`src/rtl/tcp_pkg.sv`:
```
`default_nettype none

package tcp_pkg;

	// field and register widths
	localparam int COORD_W         = 32;
	localparam int DIST_W          = 31;
	localparam int WIN_W           = 14;
	localparam int CFG_IDX_W       = 3;
	localparam int CFG_DATA_W      = 32;

	// default fraction bits of the coordinate format
	localparam int COORD_FRAC_BITS = 16;

	// divider geometry: magnitude of d*c over a positive depth
	localparam int NUM_W           = 63;
	localparam int QUO_W           = 32;
	localparam int DIV_STEP_BITS   = 4;
	localparam int DIV_STAGES      = QUO_W / DIV_STEP_BITS;

	// register reset values
	localparam logic [DIST_W-1:0] PLANE_DISTANCE_RST = 31'd65536;
	localparam logic [WIN_W-1:0]  WINDOW_WIDTH_RST   = 14'd640;
	localparam logic [WIN_W-1:0]  WINDOW_HEIGHT_RST  = 14'd480;

	// register indexes
	typedef enum logic [CFG_IDX_W-1:0] {
		CFG_PLANE_DISTANCE = 3'd0,
		CFG_PLANE_OFFSET_X = 3'd1,
		CFG_PLANE_OFFSET_Y = 3'd2,
		CFG_WINDOW_WIDTH   = 3'd3,
		CFG_WINDOW_HEIGHT  = 3'd4
	} cfg_idx_t;

endpackage

`default_nettype wire

```
`src/rtl/tcp_div_lane.sv`:
```
`default_nettype none

module tcp_div_lane (
	input  logic                             clk,
	input  logic [tcp_pkg::DIV_STAGES-1:0]   en,
	input  logic [tcp_pkg::NUM_W-1:0]        num,
	input  logic [tcp_pkg::DIST_W-1:0]       den,
	output logic [tcp_pkg::QUO_W-1:0]        quo
);

	localparam int N     = tcp_pkg::DIV_STAGES;
	localparam int REM_W = tcp_pkg::DIST_W;
	localparam int QW    = tcp_pkg::QUO_W;

	logic [REM_W-1:0]          rem_s [N];
	logic [QW-1:0]             nq_s  [N];
	logic [tcp_pkg::DIST_W-1:0] den_s [N];

	// restoring division, a few quotient bits per stage
	for (genvar k = 0; k < N; k++) begin : g_stg
		logic [REM_W-1:0]           rem_i;
		logic [REM_W-1:0]           rem_o;
		logic [QW-1:0]              nq_i;
		logic [QW-1:0]              nq_o;
		logic [tcp_pkg::DIST_W-1:0] den_i;

		if (k == 0) begin : g_first
			assign rem_i = num[tcp_pkg::NUM_W-1:QW];
			assign nq_i  = num[QW-1:0];
			assign den_i = den;
		end else begin : g_next
			assign rem_i = rem_s[k-1];
			assign nq_i  = nq_s[k-1];
			assign den_i = den_s[k-1];
		end

		// dividend bits shift out of the top as quotient bits enter below
		always_comb begin
			logic [REM_W:0] t;
			rem_o = rem_i;
			nq_o  = nq_i;
			for (int b = 0; b < tcp_pkg::DIV_STEP_BITS; b++) begin
				t    = {rem_o, nq_o[QW-1]};
				nq_o = {nq_o[QW-2:0], 1'b0};
				if (t >= {1'b0, den_i}) begin
					t       = t - {1'b0, den_i};
					nq_o[0] = 1'b1;
				end
				rem_o = t[REM_W-1:0];
			end
		end

		always_ff @(posedge clk) begin
			if (en[k]) begin
				rem_s[k] <= rem_o;
				nq_s[k]  <= nq_o;
				den_s[k] <= den_i;
			end
		end
	end

	assign quo = nq_s[N-1];

endmodule

`default_nettype wire

```
`config.mk`:
```
export PLATFORM = sky130hd
export DESIGN_NAME = tcp_div_lane
export DESIGN_NICKNAME = d
export VERILOG_FILES = /design/src/rtl/tcp_pkg.sv /design/src/rtl/tcp_div_lane.sv
export SDC_FILE = /design/constraint.sdc
export NUM_CORES = 2
export LEC_CHECK = 0
export ABC_AREA = 1
export BUFFER_PORTS_ARGS = -buffer_cell sky130_fd_sc_hd__buf_2
export CORE_MARGIN = 2
export CORE_UTILIZATION = 65
export CTS_CLUSTER_SIZE = 8
export DETAILED_ROUTE_END_ITERATION = 8
export PLACE_DENSITY = 0.92
export SYNTH_ARGS = -nofsm -noshare
export SYNTH_HDL_FRONTEND = slang
export SYNTH_SLANG_ARGS = --single-unit
```
`constraint.sdc`:
```
create_clock -name clk -period 12 [get_ports clk]
set_input_delay 1.8 -clock clk [delete_from_list [all_inputs] [get_ports clk]]
set_output_delay 1.8 -clock clk [all_outputs]
set_load 0.01 [all_outputs]
```
After elaboration in Yosys (flattened, before gate mapping)
Memories as Yosys holds them, arrays and structs flattened.
Index checks and enable logic that the tools add are counted.
{"block": "totals", "n_memories": 3, "inputBits": 103, "elab_cells": 147, "mem_bits_rw": 752, "register_bits": 0}
{"memory": "nq_s", "depth": 8, "width": 32, "rd": 8, "rd_ports_with_merged_regs": 0, "wr": 8, "line": "tcp_div_lane.sv:16", "source": "logic [QW-1:0] nq_s [N];"}
{"memory": "den_s", "depth": 8, "width": 31, "rd": 7, "rd_ports_with_merged_regs": 0, "wr": 8, "line": "tcp_div_lane.sv:17", "source": "logic [tcp_pkg::DIST_W-1:0] den_s [N];"}
{"memory": "rem_s", "depth": 8, "width": 31, "rd": 7, "rd_ports_with_merged_regs": 0, "wr": 8, "line": "tcp_div_lane.sv:15", "source": "logic [REM_W-1:0] rem_s [N];"}
{"block": "classes", "n_lt_le_gt_ge": 32, "addsub": 32, "mux": 80}
{"cell": "$ge 32x31->1", "n": 32}
{"cell": "$mux 31", "n": 32}
{"cell": "$sub 31x31->31", "n": 32}
{"cell": "$mux 1", "n": 48}

Logic depth before layout (Yosys ltp)
An unclocked memory read counts as a cell.
{"block": "depth", "ltp_word": 9, "ltp_mapped": 71}

Worst setup path before layout
Ideal clock, no wire load.
{"block": "synth_timing", "kind": "input port to flip-flop", "startpoint": "input port num[31] in the netlist's numbering", "endpoint": "memory rem_s[0][22] in the netlist's numbering, data pin", "setup_time_ns": 0.254, "required_ns": 11.746, "setup_slack_ns": 2.533, "path_stages": 59, "n_path_buf": 6, "arrival_ns": 9.213, "cell_sequence": "inv_1 > ha_1 > inv_1 > fa_1 > nand2_1 > o21ai_2 > nand2_1 > nand2_2 > nand2_1 > nand3_1 > nand2_1 > nand2_2 > buf_4 > buf_4 > or2_2 > nand2_1 > inv_1 > ha_1 > [23 not listed] > a21oi_1 > buf_2 > buf_2 > nand3_1 > nand2_1 > ha_1 > nand2_1 > nor2_1 > a211oi_1 > o21ai_1 > nand3_1 > and3_1 > o21ai_0 > a21oi_1 > nand2_2 > buf_6 > nand2_1 > nand2_1"}
{"item": "start, declared", "line": "tcp_div_lane.sv:6", "source": "input logic [tcp_pkg::NUM_W-1:0] num,"}
{"item": "end, declared", "line": "tcp_div_lane.sv:15"}

==> results.json <==
{
  "fin_nets": 14700,
  "drv_cap": 0,
  "worst_setup_path_start_kind": "flop",
  "synth_warnings": 0,
  "fin_area_mm2": 0.0956,
  "syn_area_per_cell_um2": 6.69,
  "antenna_left": 0,
  "drtIter0Drc": 12000,
  "async_reset_ff_share_pct": 0,
  "gp_congestion": 1.11,
  "cts_tree": "built",
  "cp.required_ns": 12.51,
  "core_area_mm2": 0.137,
  "drive_gt1_share_pct": 5.21,
  "top_layer": "met5",
  "finClkSkew_ns": 0.0603,
  "status": "complete, no violations",
  "vias_per_cell": 6.20,
  "clock.fmax_mhz": 87.6,
  "dieHeight_um": 376,
  "synth_nets": 14600,
  "start_util_pct": 65.5,
  "critPathKind": "flop to flop",
  "rsz0062_at_grt": "no",
  "synthTopCellsByCount": "4,188 x nand2_1, 1,613 x inv_1, 1,068 x a21oi_1",
  "whs_path_depth": 0,
  "post-cts-setup-buffers": 0,
  "fp.dieW_um": 376,
  "crit_arrival_ns": 11.93,
  "grt_pass1_wl_mm": 504,
  "hold_class": "flop to flop",
  "fill_cells": 12100,
  "fin_crit_sh_pct": 95.1,
  "hpwl_mm": 268,
  "dpl-instance-area_mm2": 0.0925,
  "overflow": 0,
  "ys_ff_latch": 690,
  "clkSlewWorstSetupHoldPaths_ns": 0.06,
  "synth-seq-area-share_pct": 23.0,
  "synth_top_area_share_pct": 23.0,
  "antenna_found_initial": 16,
  "ctsHtreeMaxLevel": 3,
  "cts_buffers": 102,
  "setup_viol": 0,
  "drt_wl_total_mm": 337,
  "slowest_stage": "o21ai_0",
  "grt_pass1_vias": 88900,
  "track_usage_pct": 46.2,
  "drtPass1Iterations": 7,
  "synth.distinct_cells": 74,
  "hold_viol_final": 0,
  "yosysMostFrequentCell": "nand2_1",
  "wl_per_cell_um": 21.9,
  "dr_total_vias": 95600,
  "cts.sinks": 690,
  "synth-edff-count": 690,
  "fin_crit_ns": 11.41,
  "crit_top_cell": "nand2_1",
  "ios": 135,
  "wl_met2_mm": 140,
  "syn_to_final_growth_pct": 6.31,
  "slew_violations": 0,
  "insertion_delay_ns": 0.77,
  "wl_met3_mm": 38.6,
  "syn_inst": 13400,
  "grt_max_degree": 67,
  "die_area_mm2": 0.141,
  "worst_pin_slew_ns": 1.12,
  "synth_area_mm2": 0.0899,
  "crit_path_max_fanout": 47,
  "relSlewSlack_pct": 25.7,
  "max_stage_delay_ns": 0.74,
  "num_rows": 136,
  "r2r_cells": 54,
  "endpoint_kind": "flop",
  "cts_root_buf": "clkbuf_16",
  "synthTopCellsByArea": "edfxtp_1 23%, nand2_1 17%, ha_1 14%, inv_1 6.7%, a21oi_1 5.9%",
  "yosysTopAreaCell": "edfxtp_1",
  "cts.path.max_buffers": 3,
  "yosys_most_used_dff": "edfxtp_1",
  "drc": 0,
  "fin_setup_tns_ns": 0,
  "portBuffers": 134,
  "drt-met1-wl_mm": 124
}
-- layout make-up --
class / count / area, um^2 / share of cell area [%]
Antenna cell: 14 / 35.0 / 0.0367
Multi-Input combinational cell: 10900 / 61700 / 64.5
Timing Repair Buffer: 262 / 1720 / 1.80
Inverter: 1646 / 6190 / 6.48
Tap cell: 1794 / 2240 / 2.35
Clock inverter: 20 / 364 / 0.381
Sequential cell: 690 / 20700 / 21.7
Clock buffer: 111 / 2610 / 2.73
-- cells by family after synthesis --
family	share of synthesized area, %
buf+inv	8.39
flops	23.0
xor+xnor	7.40
compound gates	15.5
simple gates	31.2
fa+ha+maj	14.5
-- sequential cells by signal, indices dropped and copies added, names as in the netlist --
signal,cells
rem_s,217
nq_s,256
den_s,217
-- path summary, 6_finish.rpt --
path	startpoint	slack (ns)	end
max	den_s[0][14]$_DFFE_PP_	0.59	rem_s[1][26]$_DFFE_PP_
min	nq_s[1][15]$_DFFE_PP_	0.38	nq_s[1][51]$_DFFE_PP_
max reg2reg	den_s[0][14]$_DFFE_PP_	0.59	rem_s[1][26]$_DFFE_PP_
min reg2reg	nq_s[1][15]$_DFFE_PP_	0.38	nq_s[1][51]$_DFFE_PP_
-- per-layer routing --
metal / vias to the layer above / global-route usage, %
met5: - / 0
li1: 45300 / -
met3: 1629 / 9.98
met4: 8 / 39.5
met1: 42600 / 56.1
met2: 6066 / 69.9
-- worst max-delay path: cells and delay by family, from the launching register on --
family	cells	cell delay [ns]
buffers and inverters	6	1.04
adders and majority gates	4	1.43
DFF	1	0.50
AOI/OAI and AO/OA	12	3.43
and+or+nand+nor	31	4.64
xor gates and xnor gates	1	0.07
-- per-stage QoR --
step	instances	setup WS, ns	utilization (%)	hold slack [ns]
global route	15400	0.00438	69.6	0.390
detailed placement	15300	0.714	67.4	0.405
finish	15400	0.585	69.6	0.384
CTS	15400	0.430	69.5	0.385
global placement	15300	0.918	67.4	0.400
floorplan	13400	2.53	-	0.400
-- cells in the final DEF (no fill, tap or decap), types with 376 or more instances in the layout --
| master | n |
|---|---|
| xor2_1 | 384 |
| xnor2_1 | 376 |
| inv_1 | 1613 |
| edfxtp_1 | 690 |
| a21oi_1 | 1063 |
| o21ai_0 | 621 |
| ha_1 | 992 |
| nor2_1 | 944 |
| nand2_1 | 4188 |
| nand3_1 | 805 |
-- what timing repair did --
item                                    4_1_cts  5_1_grt
resized for setup                             0        9
hold buffers                                  0        0
endpoints found under the setup margin        0       33
Power is left out: the tool's default activity adds up to more than one toggle a clock period on the data nets, which glitch-free logic cannot reach.
